**config.mk**
```make
export PLATFORM = sky130hd
export DESIGN_NAME = two_region_slot_allocator
export DESIGN_NICKNAME = d
export VERILOG_FILES = /design/src/rtl/trsa_pkg.sv /design/src/rtl/two_region_slot_allocator.sv /design/src/rtl/trsa_ram.sv
export SDC_FILE = /design/constraint.sdc
export NUM_CORES = 2
export LEC_CHECK = 0
export BUFFER_PORTS_ARGS = -buffer_cell sky130_fd_sc_hd__buf_2
export CAP_MARGIN = 30
export CORE_MARGIN = 2
export CORE_UTILIZATION = 35
export CTS_BUF_LIST = sky130_fd_sc_hd__clkbuf_8
export DETAILED_ROUTE_END_ITERATION = 16
export PLACE_DENSITY_LB_ADDON = 0.08
export SYNTH_ARGS = -nofsm -noshare
export SYNTH_HDL_FRONTEND = slang
export SYNTH_SLANG_ARGS = --single-unit
```
**constraint.sdc**
```tcl
create_clock -name clock -period 11.38 [get_ports clock]
set_clock_uncertainty 0.15 [all_clocks]
set_input_delay 0.569 -clock clock [delete_from_list [all_inputs] [get_ports clock]]
set_output_delay 0.569 -clock clock [all_outputs]
set_load 0.05 [all_outputs]
```
**src/rtl/trsa_pkg.sv**
```systemverilog
package trsa_pkg;

   // bitmap word geometry
   localparam int unsigned WORD_BITS = 64;
   localparam int unsigned BIT_W     = 6;

   // field widths
   localparam int unsigned SLOT_W     = 11;
   localparam int unsigned IDX_W      = 10;
   localparam int unsigned MODE_W     = 3;
   localparam int unsigned STRIDE_W   = 16;
   localparam int unsigned ADDR_W     = 64;
   localparam int unsigned PROD_W     = STRIDE_W + SLOT_W;
   localparam int unsigned CSR_ADDR_W = 3;
   localparam int unsigned CSR_DATA_W = 64;
   localparam int unsigned REQ_DATA_W = 16;
   localparam int unsigned RSP_DATA_W = 152;

   // request modes
   localparam logic [MODE_W-1:0] MODE_ALLOC_GEN = 3'd0;
   localparam logic [MODE_W-1:0] MODE_ALLOC_TEX = 3'd1;
   localparam logic [MODE_W-1:0] MODE_FREE      = 3'd2;
   localparam logic [MODE_W-1:0] MODE_COMMIT    = 3'd3;
   localparam logic [MODE_W-1:0] MODE_LOOKUP    = 3'd4;

   // register indexes
   localparam logic [CSR_ADDR_W-1:0] CSR_SLOT_COUNT    = 3'd0;
   localparam logic [CSR_ADDR_W-1:0] CSR_TEXTURE_SLOTS = 3'd1;
   localparam logic [CSR_ADDR_W-1:0] CSR_SPLIT_REGIONS = 3'd2;
   localparam logic [CSR_ADDR_W-1:0] CSR_HANDLE_STRIDE = 3'd3;
   localparam logic [CSR_ADDR_W-1:0] CSR_CPU_BASE      = 3'd4;
   localparam logic [CSR_ADDR_W-1:0] CSR_GPU_BASE      = 3'd5;
   localparam logic [CSR_ADDR_W-1:0] CSR_GPU_VISIBLE   = 3'd6;

   // register reset values
   localparam logic [SLOT_W-1:0]   RST_SLOT_COUNT    = 11'd1024;
   localparam logic [STRIDE_W-1:0] RST_HANDLE_STRIDE = 16'd32;

   typedef enum logic [3:0] {
      ST_CLEAR,
      ST_IDLE,
      ST_SCAN,
      ST_MUL,
      ST_FREE,
      ST_LOOKUP,
      ST_COMMIT,
      ST_RESP
   } state_type;

endpackage

```
**src/rtl/two_region_slot_allocator.sv**
```systemverilog
// Two-region slot allocator.
// Keeps an in-use bitmap and a pending-free bitmap over MAX_SLOTS slots, each held in a
// RAM of 64-bit rows. Slots below the texture boundary form the texture region.
// req channel: one word per command (allocate general, allocate texture, queue free,
//   commit frees, lookup). req_tready is high only while the sequencer is idle.
// rsp channel: exactly one word per command; grant, slot, CPU/GPU address, lookup value.
// csr port: single-cycle writes; user must write only while no command is in flight.
// Steps from accept to rsp_tvalid:
//   allocate: a scan of one 64-slot row per cycle through the shared mask and
//             priority-encode unit, then a multiply step; a scan that finds
//             nothing skips the multiply
//   empty region or unknown mode: no bitmap access; queue free / lookup: one row read
//   commit: one read-modify-write of both bitmaps per row, over all ROWS rows
// Commands are handled one at a time; the next can be accepted in the cycle the
// result turns valid.
// A new command is taken once the result sits in the output register, so a stalled
// receiver holds the block only when a second result is ready to be loaded.
// Reset: control and configuration registers return to their defaults and both
// bitmaps are cleared over ROWS rows (16 at MAX_SLOTS = 1024) while req_tready is low.
// The output register holds its word until rsp_tready is seen.
module two_region_slot_allocator
   import trsa_pkg::*;
#(
   parameter int unsigned MAX_SLOTS = 1024
) (
   input  logic                  clock,
   input  logic                  reset,
   // configuration
   input  logic                  csr_we,
   input  logic [CSR_ADDR_W-1:0] csr_addr,
   input  logic [CSR_DATA_W-1:0] csr_wdata,
   // commands
   input  logic                  req_tvalid,
   output logic                  req_tready,
   input  logic [REQ_DATA_W-1:0] req_tdata,  // mode[2:0], slot_index[12:3], zero pad
   // results
   output logic                  rsp_tvalid,
   input  logic                  rsp_tready,
   output logic [RSP_DATA_W-1:0] rsp_tdata   // granted[0], granted_slot[10:1],
                                             // cpu_address[74:11], gpu_address[138:75],
                                             // texture_number[148:139], zero pad
);

   localparam int unsigned ROWS  = (MAX_SLOTS + WORD_BITS - 1) / WORD_BITS;
   localparam int unsigned ROW_W = (ROWS > 1) ? $clog2(ROWS) : 1;
   localparam int unsigned CW    = (ROW_W > 5) ? ROW_W + 1 : 6;
   localparam int unsigned CAP   = (MAX_SLOTS > 2047) ? 2047 : MAX_SLOTS;

   // configuration registers
   logic [SLOT_W-1:0]   slot_count_ff;
   logic [SLOT_W-1:0]   texture_slots_ff;
   logic                split_ff;
   logic [STRIDE_W-1:0] stride_ff;
   logic [ADDR_W-1:0]   cpu_base_ff;
   logic [ADDR_W-1:0]   gpu_base_ff;
   logic                gpu_visible_ff;

   // sequencer
   state_type         state_ff, state_in;
   logic [CW-1:0]     chk_row_ff, chk_row_in;
   logic [SLOT_W-1:0] lo_ff, lo_in;
   logic [SLOT_W-1:0] hi_m1_ff, hi_m1_in;
   logic [IDX_W-1:0]  idx_ff, idx_in;
   logic [SLOT_W-1:0] slot_ff, slot_in;
   logic [PROD_W-1:0] prod_ff, prod_in;
   logic              res_granted_ff, res_granted_in;
   logic [IDX_W-1:0]  res_tex_ff, res_tex_in;

   // output register
   logic              rsp_tvalid_ff, rsp_tvalid_in;
   logic              rsp_granted_ff, rsp_granted_in;
   logic [IDX_W-1:0]  rsp_slot_ff, rsp_slot_in;
   logic [ADDR_W-1:0] rsp_cpu_ff, rsp_cpu_in;
   logic [ADDR_W-1:0] rsp_gpu_ff, rsp_gpu_in;
   logic [IDX_W-1:0]  rsp_tex_ff, rsp_tex_in;

   // bitmap RAM ports
   logic                 inuse_we, pend_we;
   logic [ROW_W-1:0]     inuse_wa, pend_wa, rd_addr;
   logic [WORD_BITS-1:0] inuse_wd, pend_wd, inuse_rd, pend_rd;
   logic [CW-1:0]        rd_row;

   // decode
   logic [MODE_W-1:0] req_mode;
   logic [IDX_W-1:0]  req_idx;
   logic [SLOT_W-1:0] count_eff, bound_eff, acc_lo, acc_hi;
   logic [CW-1:0]     start_row, first_row, last_row;
   logic [WORD_BITS-1:0] row_mask, free_bits;
   logic [BIT_W-1:0]  hit_pos;

   function automatic logic [BIT_W-1:0] lowest_set(input logic [WORD_BITS-1:0] v);
      logic [BIT_W-1:0] pos;
      pos = '0;
      for (int i = WORD_BITS - 1; i >= 0; i--) begin
         if (v[i]) begin
            pos = BIT_W'(i);
         end
      end
      return pos;
   endfunction

   assign req_mode = req_tdata[MODE_W-1:0];
   assign req_idx  = req_tdata[MODE_W+IDX_W-1:MODE_W];

   // clamp count to storage, boundary to count
   assign count_eff = (slot_count_ff > SLOT_W'(CAP)) ? SLOT_W'(CAP) : slot_count_ff;
   assign bound_eff = (texture_slots_ff > count_eff) ? count_eff : texture_slots_ff;

   // search window of an allocation: [acc_lo, acc_hi)
   assign acc_lo = (req_mode == MODE_ALLOC_GEN && split_ff) ? bound_eff : '0;
   assign acc_hi = (req_mode == MODE_ALLOC_GEN) ? count_eff : bound_eff;

   always_comb begin
      case (req_mode)
         MODE_ALLOC_GEN, MODE_ALLOC_TEX: start_row = CW'(acc_lo[SLOT_W-1:BIT_W]);
         MODE_FREE, MODE_LOOKUP:         start_row = CW'(req_idx[IDX_W-1:BIT_W]);
         default:                        start_row = '0;
      endcase
   end

   assign first_row = CW'(lo_ff[SLOT_W-1:BIT_W]);
   assign last_row  = CW'(hi_m1_ff[SLOT_W-1:BIT_W]);

   // window edges trimmed inside the first and last rows
   always_comb begin
      row_mask = '1;
      if (chk_row_ff == first_row) begin
         row_mask = row_mask & (WORD_BITS'('1) << lo_ff[BIT_W-1:0]);
      end
      if (chk_row_ff == last_row) begin
         row_mask = row_mask
            & (WORD_BITS'('1) >> (BIT_W'(WORD_BITS - 1) - hi_m1_ff[BIT_W-1:0]));
      end
   end

   assign free_bits = ~inuse_rd & row_mask;
   assign hit_pos   = lowest_set(free_bits);

   // read issue: start row at accept, next row while sweeping
   always_comb begin
      case (state_ff)
         ST_IDLE:                      rd_row = start_row;
         ST_SCAN, ST_COMMIT, ST_CLEAR: rd_row = chk_row_ff + CW'(1);
         default:                      rd_row = chk_row_ff;
      endcase
   end
   assign rd_addr = rd_row[ROW_W-1:0];

   always_comb begin
      state_in       = state_ff;
      chk_row_in     = chk_row_ff;
      lo_in          = lo_ff;
      hi_m1_in       = hi_m1_ff;
      idx_in         = idx_ff;
      slot_in        = slot_ff;
      prod_in        = prod_ff;
      res_granted_in = res_granted_ff;
      res_tex_in     = res_tex_ff;
      rsp_tvalid_in  = rsp_tvalid_ff && !rsp_tready;
      rsp_granted_in = rsp_granted_ff;
      rsp_slot_in    = rsp_slot_ff;
      rsp_cpu_in     = rsp_cpu_ff;
      rsp_gpu_in     = rsp_gpu_ff;
      rsp_tex_in     = rsp_tex_ff;
      inuse_we       = 1'b0;
      inuse_wa       = chk_row_ff[ROW_W-1:0];
      inuse_wd       = '0;
      pend_we        = 1'b0;
      pend_wa        = chk_row_ff[ROW_W-1:0];
      pend_wd        = '0;

      case (state_ff)
         ST_CLEAR: begin
            inuse_we   = 1'b1;
            pend_we    = 1'b1;
            chk_row_in = chk_row_ff + CW'(1);
            if (chk_row_ff == CW'(ROWS - 1)) begin
               chk_row_in = '0;
               state_in   = ST_IDLE;
            end
         end
         ST_IDLE: begin
            if (req_tvalid) begin
               idx_in         = req_idx;
               lo_in          = acc_lo;
               hi_m1_in       = acc_hi - SLOT_W'(1);
               chk_row_in     = start_row;
               slot_in        = '0;
               res_granted_in = 1'b0;
               res_tex_in     = '0;
               case (req_mode)
                  MODE_ALLOC_GEN, MODE_ALLOC_TEX: begin
                     state_in = (acc_lo < acc_hi) ? ST_SCAN : ST_RESP;
                  end
                  MODE_FREE:   state_in = ST_FREE;
                  MODE_COMMIT: state_in = ST_COMMIT;
                  MODE_LOOKUP: state_in = ST_LOOKUP;
                  default:     state_in = ST_RESP;
               endcase
            end
         end
         ST_SCAN: begin
            if (|free_bits) begin
               inuse_we       = 1'b1;
               inuse_wd       = inuse_rd | (WORD_BITS'(1) << hit_pos);
               slot_in        = {chk_row_ff[SLOT_W-BIT_W-1:0], hit_pos};
               res_granted_in = 1'b1;
               state_in       = ST_MUL;
            end else if (chk_row_ff == last_row) begin
               state_in = ST_RESP;
            end else begin
               chk_row_in = chk_row_ff + CW'(1);
            end
         end
         ST_MUL: begin
            prod_in  = PROD_W'(stride_ff) * PROD_W'(slot_ff);
            state_in = ST_RESP;
         end
         ST_FREE: begin
            if (32'(idx_ff) < 32'(MAX_SLOTS)) begin
               pend_we = 1'b1;
               pend_wa = ROW_W'(idx_ff[IDX_W-1:BIT_W]);
               pend_wd = pend_rd | (WORD_BITS'(1) << idx_ff[BIT_W-1:0]);
            end
            state_in = ST_RESP;
         end
         ST_LOOKUP: begin
            if ((SLOT_W'(idx_ff) < bound_eff) && inuse_rd[idx_ff[BIT_W-1:0]]) begin
               res_tex_in = idx_ff;
            end else begin
               res_tex_in = IDX_W'(1);
            end
            state_in = ST_RESP;
         end
         ST_COMMIT: begin
            inuse_we   = 1'b1;
            inuse_wd   = inuse_rd & ~pend_rd;
            pend_we    = 1'b1;
            chk_row_in = chk_row_ff + CW'(1);
            if (chk_row_ff == CW'(ROWS - 1)) begin
               state_in = ST_RESP;
            end
         end
         ST_RESP: begin
            // load once the output register is free or being drained
            if (!rsp_tvalid_ff || rsp_tready) begin
               rsp_tvalid_in  = 1'b1;
               rsp_granted_in = res_granted_ff;
               rsp_slot_in    = slot_ff[IDX_W-1:0];
               rsp_cpu_in     = res_granted_ff ? cpu_base_ff + ADDR_W'(prod_ff) : '0;
               rsp_gpu_in     = (res_granted_ff && gpu_visible_ff)
                                ? gpu_base_ff + ADDR_W'(prod_ff) : '0;
               rsp_tex_in     = res_tex_ff;
               state_in       = ST_IDLE;
            end
         end
         default: state_in = ST_IDLE;
      endcase
   end

   // control and configuration
   always_ff @(posedge clock) begin
      if (reset) begin
         state_ff         <= ST_CLEAR;
         chk_row_ff       <= '0;
         rsp_tvalid_ff    <= 1'b0;
         slot_count_ff    <= RST_SLOT_COUNT;
         texture_slots_ff <= '0;
         split_ff         <= 1'b0;
         stride_ff        <= RST_HANDLE_STRIDE;
         cpu_base_ff      <= '0;
         gpu_base_ff      <= '0;
         gpu_visible_ff   <= 1'b0;
      end else begin
         state_ff      <= state_in;
         chk_row_ff    <= chk_row_in;
         rsp_tvalid_ff <= rsp_tvalid_in;
         if (csr_we) begin
            case (csr_addr)
               CSR_SLOT_COUNT:    slot_count_ff    <= csr_wdata[SLOT_W-1:0];
               CSR_TEXTURE_SLOTS: texture_slots_ff <= csr_wdata[SLOT_W-1:0];
               CSR_SPLIT_REGIONS: split_ff         <= csr_wdata[0];
               CSR_HANDLE_STRIDE: stride_ff        <= csr_wdata[STRIDE_W-1:0];
               CSR_CPU_BASE:      cpu_base_ff      <= csr_wdata;
               CSR_GPU_BASE:      gpu_base_ff      <= csr_wdata;
               CSR_GPU_VISIBLE:   gpu_visible_ff   <= csr_wdata[0];
               default: ;
            endcase
         end
      end
   end

   // payload
   always_ff @(posedge clock) begin
      lo_ff          <= lo_in;
      hi_m1_ff       <= hi_m1_in;
      idx_ff         <= idx_in;
      slot_ff        <= slot_in;
      prod_ff        <= prod_in;
      res_granted_ff <= res_granted_in;
      res_tex_ff     <= res_tex_in;
      rsp_granted_ff <= rsp_granted_in;
      rsp_slot_ff    <= rsp_slot_in;
      rsp_cpu_ff     <= rsp_cpu_in;
      rsp_gpu_ff     <= rsp_gpu_in;
      rsp_tex_ff     <= rsp_tex_in;
   end

   trsa_ram #(
      .WIDTH (WORD_BITS),
      .DEPTH (ROWS)
   ) u_inuse_ram (
      .clock   (clock),
      .wr_en   (inuse_we),
      .wr_addr (inuse_wa),
      .wr_data (inuse_wd),
      .rd_addr (rd_addr),
      .rd_data (inuse_rd)
   );

   trsa_ram #(
      .WIDTH (WORD_BITS),
      .DEPTH (ROWS)
   ) u_pend_ram (
      .clock   (clock),
      .wr_en   (pend_we),
      .wr_addr (pend_wa),
      .wr_data (pend_wd),
      .rd_addr (rd_addr),
      .rd_data (pend_rd)
   );

   assign req_tready = (state_ff == ST_IDLE);
   assign rsp_tvalid = rsp_tvalid_ff;
   assign rsp_tdata  = {3'b000, rsp_tex_ff, rsp_gpu_ff, rsp_cpu_ff, rsp_slot_ff,
                        rsp_granted_ff};

`ifndef SYNTHESIS
   // bitmap untouched between commands
   a_no_write_idle: assert property (@(posedge clock) disable iff (reset)
      (state_ff == ST_IDLE) |-> (!inuse_we && !pend_we))
      else $error("bitmap written while idle");

   // no command taken during the clearing pass
   a_clear_blocks: assert property (@(posedge clock) disable iff (reset)
      (state_ff == ST_CLEAR) |-> !req_tready)
      else $error("command accepted during clear");

   // scan never runs past the window
   a_scan_bound: assert property (@(posedge clock) disable iff (reset)
      (state_ff == ST_SCAN) |-> (chk_row_ff <= last_row))
      else $error("scan beyond last row");

   // granted slot lies inside the search window
   a_grant_window: assert property (@(posedge clock) disable iff (reset)
      (state_ff == ST_MUL) |-> (slot_ff >= lo_ff && slot_ff <= hi_m1_ff && res_granted_ff))
      else $error("grant outside window");

   // a new result only comes from the response state
   a_rsp_source: assert property (@(posedge clock) disable iff (reset)
      $rose(rsp_tvalid_ff) |-> $past(state_ff == ST_RESP))
      else $error("result raised outside response state");
`endif

endmodule

```
**src/rtl/trsa_ram.sv**
```systemverilog
module trsa_ram #(
   parameter int unsigned WIDTH = 64,
   parameter int unsigned DEPTH = 16,
   localparam int unsigned AW = (DEPTH > 1) ? $clog2(DEPTH) : 1
) (
   input  logic             clock,
   input  logic             wr_en,
   input  logic [AW-1:0]    wr_addr,
   input  logic [WIDTH-1:0] wr_data,
   input  logic [AW-1:0]    rd_addr,
   output logic [WIDTH-1:0] rd_data
);

   logic [WIDTH-1:0] mem [DEPTH];
   logic [WIDTH-1:0] rd_data_ff;

   always_ff @(posedge clock) begin
      if (wr_en) begin
         mem[wr_addr] <= wr_data;
      end
      rd_data_ff <= mem[rd_addr];
   end

   assign rd_data = rd_data_ff;

endmodule

```
==> Yosys cells after proc, flatten, opt, wreduce, memory -nomap -nowiden <==
Memories as Yosys holds them, arrays and structs flattened. A register that Yosys moved wholly into a read port is not among the register bits.
Cells that the tools add are included.
{ "word_totals": {"reg_bits": 409, "ramBits": 2048, "inputBits": 88, "elab_cells": 217, "memories": 2} }
{ "classes": {"n_addsub": 5, "multipliers": 1, "n_lt_le_gt_ge": 5, "eq_ne": 28, "n_shift": 4, "muxes": 110, "bitwise_logic": 7, "reduce_logical": 33} }
{ "mem_list": {"columns": ["memory", "words", "width", "read_ports", "rd_ports_with_merged_regs", "wr", "line", "text"], "rows": [
  ["u_inuse_ram.mem", 16, 64, 1, 1, 1, "trsa_ram.sv:14", "logic [WIDTH-1:0] mem [DEPTH];"],
  ["u_pend_ram.mem", 16, 64, 1, 1, 1, "trsa_ram.sv:14", null]
]} }
{ "ops": {"columns": ["operator", "n"], "rows": [
  ["$mux W6", 68],
  ["$mux W64", 4],
  ["$and A64 B64 Y64", 3],
  ["$add A64 B27 Y64", 2],
  ["$not A64 Y64", 2],
  ["$or A64 B64 Y64", 2],
  ["$pmux W64 S2", 1],
  ["$shl A1 B6 Y64 const A", 2],
  ["$mux W11", 6],
  ["$reduce_or A64 Y1", 1],
  ["$shl A64 B6 Y64 const A", 1],
  ["$shr A64 B6 Y64 const A", 1],
  ["$mux W4", 7],
  ["$mul A16 B11 Y27", 1],
  ["$pmux W4 S6", 1],
  ["$pmux W6 S4", 1],
  ["$pmux W11 S2", 1],
  ["$mux W10", 2],
  ["$pmux W10 S2", 1],
  ["$reduce_and A2 Y1", 10],
  ["$eq A4 B3 Y1 const B", 4],
  ["$ne A2 B2 Y1 const B", 7],
  ["$eq A3 B2 Y1 const B", 4],
  ["$eq A3 B3 Y1 const B", 4],
  ["other kinds (33)", 57]
]} }

==> Depth between registers and ports, before layout <==
{ "depth": {"ltp_word": 73, "ltp_mapped": 27, "depth_no_buf": 25} }

==> Modules after synthesis <==
From an unflattened synthesis, not the netlist that was laid out.
{ "hier_totals": {"cells_unflattened": 6972, "hier_area_um2": 109993.0} }
{ "by_module_without_submodules": {"columns": ["mod", "n_inst", "cells_each", "area_per_inst_um2", "seq_area_each_um2"], "rows": [
  ["trsa_ram", 2, 1647, 39581.7, 32030.7],
  ["two_region_slot_allocator", 1, 3678, 30829.6, 10470.0]
]} }

==> Worst setup path after synthesis <==
Ideal clock, no wire load.
{ "synth_path": {"kind": "register -> register", "start": "register state_ff[2]", "end": "register rsp_cpu_ff[0], enable pin", "arrival_time_ns": 7.360, "required_ns": 10.553, "slack_ns": 3.192, "path_stages_with_launch": 4, "n_path_buf": 1, "path_cell_list": "dfxtp_1 -> clkbuf_1 -> nand3_1 -> nor2b_1"} }
{ "synth_between": {"elab_chain_len": 2} }
{ "synth_rtl": {"columns": ["element", "line", "text"], "rows": [
  ["start, declared", "two_region_slot_allocator.sv:59", "state_type state_ff, state_in;"],
  ["start signal, assigned", "two_region_slot_allocator.sv:275", "state_ff <= state_in;"],
  ["$eq A4 B3 Y1", "two_region_slot_allocator.sv:172", "case (state_ff)"],
  ["$reduce_and A2 Y1 (no source line)", null, null],
  ["end signal, assigned", "two_region_slot_allocator.sv:304", "rsp_cpu_ff <= rsp_cpu_in;"],
  ["end, declared", "two_region_slot_allocator.sv:73", "logic [ADDR_W-1:0] rsp_cpu_ff, rsp_cpu_in;"]
]} }
Every way passes these cells.
A chain may end at the register's enable or synchronous reset.

==> Final worst setup path <==
{ "layout_path": {"start": "register chk_row_ff[2]", "end": "memory u_inuse_ram.mem[6][30] (data pin)"} }
{ "layout_between": {"elab_chain_len": 73, "elab_cells_between_ends": 75, "classes_between": "2 x eq/ne; 1 x shift; 68 x mux; 3 x bitwise; 1 x reduce/logical"} }
{ "layout_rtl": {"columns": ["element", "line", "text"], "rows": [
  ["start, declared", "two_region_slot_allocator.sv:60", "logic [CW-1:0] chk_row_ff, chk_row_in;"],
  ["start signal, assigned", "two_region_slot_allocator.sv:276", "chk_row_ff <= chk_row_in;"],
  ["$eq A6 B5 Y1", "two_region_slot_allocator.sv:127", "if (chk_row_ff == first_row) begin"],
  ["$mux W64", "two_region_slot_allocator.sv:127", null],
  ["$and A64 B64 Y64", "two_region_slot_allocator.sv:132", "& (WORD_BITS'('1) >> (BIT_W'(WORD_BITS - 1) - hi_m1_ff[BIT_W-1:0]));"],
  ["$mux W64 *", "two_region_slot_allocator.sv:130", "if (chk_row_ff == last_row) begin"],
  ["$and A64 B64 Y64 *", "two_region_slot_allocator.sv:136", "assign free_bits = ~inuse_rd & row_mask;"],
  ["$mux W6 (64 in a row)", "two_region_slot_allocator.sv:95", "if (v[i]) begin"],
  ["$shl A1 B6 Y64", "two_region_slot_allocator.sv:205", "inuse_wd = inuse_rd | (WORD_BITS'(1) << hit_pos);"],
  ["$or A64 B64 Y64", "two_region_slot_allocator.sv:205", null],
  ["$mux W64 *", "two_region_slot_allocator.sv:203", "if (|free_bits) begin"],
  ["$pmux W64 S2 *", "two_region_slot_allocator.sv:172", null],
  ["via inuse_wd[30]", "two_region_slot_allocator.sv:80", "logic [WORD_BITS-1:0] inuse_wd, pend_wd, inuse_rd, pend_rd;"],
  ["end, declared", "trsa_ram.sv:14", null]
]} }
Mark *: on every way through the listed nets, which the timed path passes. The rest lies on a longest branch.

==> metrics.csv <==
metric;value;unit
crit path launch type;register;
CP Capture Type;register;
ys async rst share;0;%
Mapped Area;113400;um2
clock latency at the later pin of the worst-skew pair;1120;ps
Worst-Margin Slew;1131;ps
antenna violations before repair;23;
CP arrival;8090;ps
highest metal used;met5;
WP data required;12040;ps
die height;573.3;um
proportion of layout cells with a drive suffix above 1;12.69;%
WS Path Type;register to register;
Pins Over Slew Limit;0;
metal1 wirelength;167100;um
Cells after Synth;8951;
number of synthesized register bits;2584;
Top FF cell, synth;edfxtp_1;
nets@finish;9805;
Finish-stage setup viols;0;
outcome;complete, no violations;
CP max FO;46;
Max VDD drop;0.0001108;V
max cap viols;0;
routed wire length;378200;um
Synth area leader;edfxtp_1;
warnings from Yosys;0;
Seq/Total Area, Yosys;65.70;%
Final GP Congestion;0.9049;
Residual DRC;0;
Vias/cell;5.340;
relative slew slack;24.08;%
setup tns final;0;ps
most common cell after layout, fill and taps aside;edfxtp_1;
Setup Fix Bufs, Post-CTS;0;
total grt overflow;0;
FF-to-FF setup slack;3950;ps
fillers;30630;
die extent in x;573.3;um
period utilization;65.32;%
initial drt markers;6182;
area grow syn2layout;14.95;%
FMAX;134.5;MHz
worst min path class;input port to register;
dpl ws;4171;ps
core area;323200;um2
Die ar.;328700;um2
largest net degree at the start of global routing;155;
Post-synth EDFFs;2278;
post-route setup slack;3946;ps
most frequent cells in the layout;edfxtp_1, nand2_1, mux2i_1, a21oi_1, nand3_1;
IO Count;242;
CTS clk-pin slew, worst paths;60;ps
Post-Syn Area per Cell;12.67;um2
htree depth;5;
vias in the first global route;74890;
met3 wire length;20660;um
All-Layer GR Usage;22.31;%
top cell type's share of synthesized area;60.30;%
clock root buffer;clkbuf_8;
RSZ-0062 raised after global routing;false;
worst hold slack;130.6;ps
routed via count;75610;
Cell variety after synth;93;
Leak;44.74;nW
Initial Util;35.10;%
FP Rows;209;
I/O Buffers;235;
crit path time final;7434;ps
Routed Antenna Nets;0;
DR WL/cell;26.71;um
Clock Path Buffers;4;
Final Hold Viols;0;
Num CTS Buffers;445;
PwrDens;165.6;nW/um2
routed wl met2;178100;um
hpwl dp;226500;um
CTS tree;done;
First-pass DRT Iterations;8;
global-route wire length before repair;539400;um
CTS sink cnt;2584;
largest cells by area after synthesis;edfxtp_1, mux2i_1, dfxtp_1;
==> logic make-up after synthesis <==
family / count (synthesis) / share of synthesized area [%]
AOI/OAI and AO/OA: 1525 / 9.099
xor gates and xnor gates: 137 / 1.058
adders and majority gates: 281 / 3.940
buffers and inverters: 755 / 2.536
DFF: 2584 / 65.70
muxes: 678 / 6.233
other: 1 / 0.003306
and+or+nand+nor: 2990 / 11.43
==> critical path, stage by stage, from the launching register on <==
cell and delay [ps]:
dfxtp_1 850, xnor2_1 220, and2_1 600, nand3_1 580, o31ai_1 550, a41oi_1 410
nor3b_1 750, nand3_1 570, o21ai_4 850, buf_4 640, o21ai_0 260, nand2_1 110
o21ai_0 290, buf_4 290
==> flip-flops by register name (all words and copies together) (netlist names), 3 cells and up <==
| signal | flops |
|---|---|
| prod_ff | 27 |
| rsp_slot_ff | 10 |
| res_tex_ff | 10 |
| texture_slots_ff | 11 |
| idx_ff | 10 |
| slot_count_ff | 11 |
| rsp_cpu_ff | 64 |
| u_pend_ram.mem | 1024 |
| chk_row_ff | 6 |
| cpu_base_ff | 64 |
| stride_ff | 16 |
| rsp_tex_ff | 10 |
| lo_ff | 11 |
| state_ff | 3 |
| rsp_gpu_ff | 64 |
| hi_m1_ff | 11 |
| u_pend_ram.rd_data | 64 |
| slot_ff | 11 |
| u_inuse_ram.mem | 1024 |
| u_inuse_ram.rd_data | 64 |
| gpu_base_ff | 64 |
==> area by class of cell <==
type / count / area [um2] / area share [%]
inverters: 212 / 795.8 / 0.6102
multi-input cells: 5614 / 36680 / 28.12
clock inverters: 331 / 1623 / 1.244
well taps: 4325 / 5411 / 4.150
repair buffers: 579 / 4349 / 3.335
flip-flops and latches: 2584 / 74530 / 57.15
clock buffers: 509 / 7005 / 5.372
diodes: 5 / 12.51 / 0.009595
==> report_power, final <==
part           switching, W  total [W]  internal [W]
Clock               0.00391    0.00811       0.00420
Sequential         0.000490     0.0110        0.0105
Combinational       0.00160    0.00246      0.000863
==> routing by layer <==
metal	track usage, %	up-vias
met5	0	-
met4	7.096	4
met3	3.065	625
met2	36.87	2336
met1	30.30	38500
li1	-	34150
==> synth_stat cells, types with 11 or more instances <==
cell,number
a2111oi_0,25
a211o_1,15
a211oi_1,40
a21boi_0,12
a21o_1,47
a21oi_1,552
a221o_1,11
a31oi_1,55
a32o_1,16
a32oi_1,108
and2_1,100
and3_1,28
buf_1,68
buf_2,16
clkbuf_1,454
dfxtp_1,306
edfxtp_1,2278
fa_1,127
ha_1,154
inv_1,209
mux2_2,17
mux2i_1,640
mux4_2,21
nand2_1,1545
nand2b_1,45
nand3_1,516
nand4_1,34
nor2_1,504
nor2b_1,36
nor3_1,75
nor4_1,13
o211a_1,110
o211ai_1,18
o21a_1,24
o21ai_0,189
o21bai_1,13
o221ai_1,110
o22a_1,11
o22ai_1,19
o31ai_1,51
or2_2,19
or3_1,25
xnor2_1,84
xor2_1,53
==> metrics by stage <==
stage | instances | instance area [um2] | power (W) | util (%)
floorplan | 8953 | 113400 | 0.01253 | -
global placement | 13190 | 120400 | 0.01365 | 37.26
detailed placement | 13210 | 120700 | 0.01365 | 37.36
CTS | 14150 | 130300 | 0.02185 | 40.32
global route | 14160 | 130400 | 0.02244 | 40.34
finish | 14160 | 130400 | 0.02160 | 40.35
==> path summary, 6_finish.rpt <==
path | end | start | depth (start not counted)
setup / recovery | u_inuse_ram.mem[6][30]$_DFFE_PP_ | chk_row_ff[2]$_SDFFE_PP0P_ | 13
hold / removal | idx_ff[3]$_DFFE_PP_ | req_tdata[6] | 2
setup reg to reg | u_inuse_ram.mem[6][30]$_DFFE_PP_ | chk_row_ff[2]$_SDFFE_PP0P_ | 13
hold reg to reg | rsp_tex_ff[4]$_DFFE_PP_ | res_tex_ff[4]$_SDFFCE_PN0P_ | 0
==> what timing repair did <==
action	CTS	global route
hold endpoints to repair	222	0
hold buffers	94	0
gates resized for setup	0	0
(Power assumes the default switching activity.)
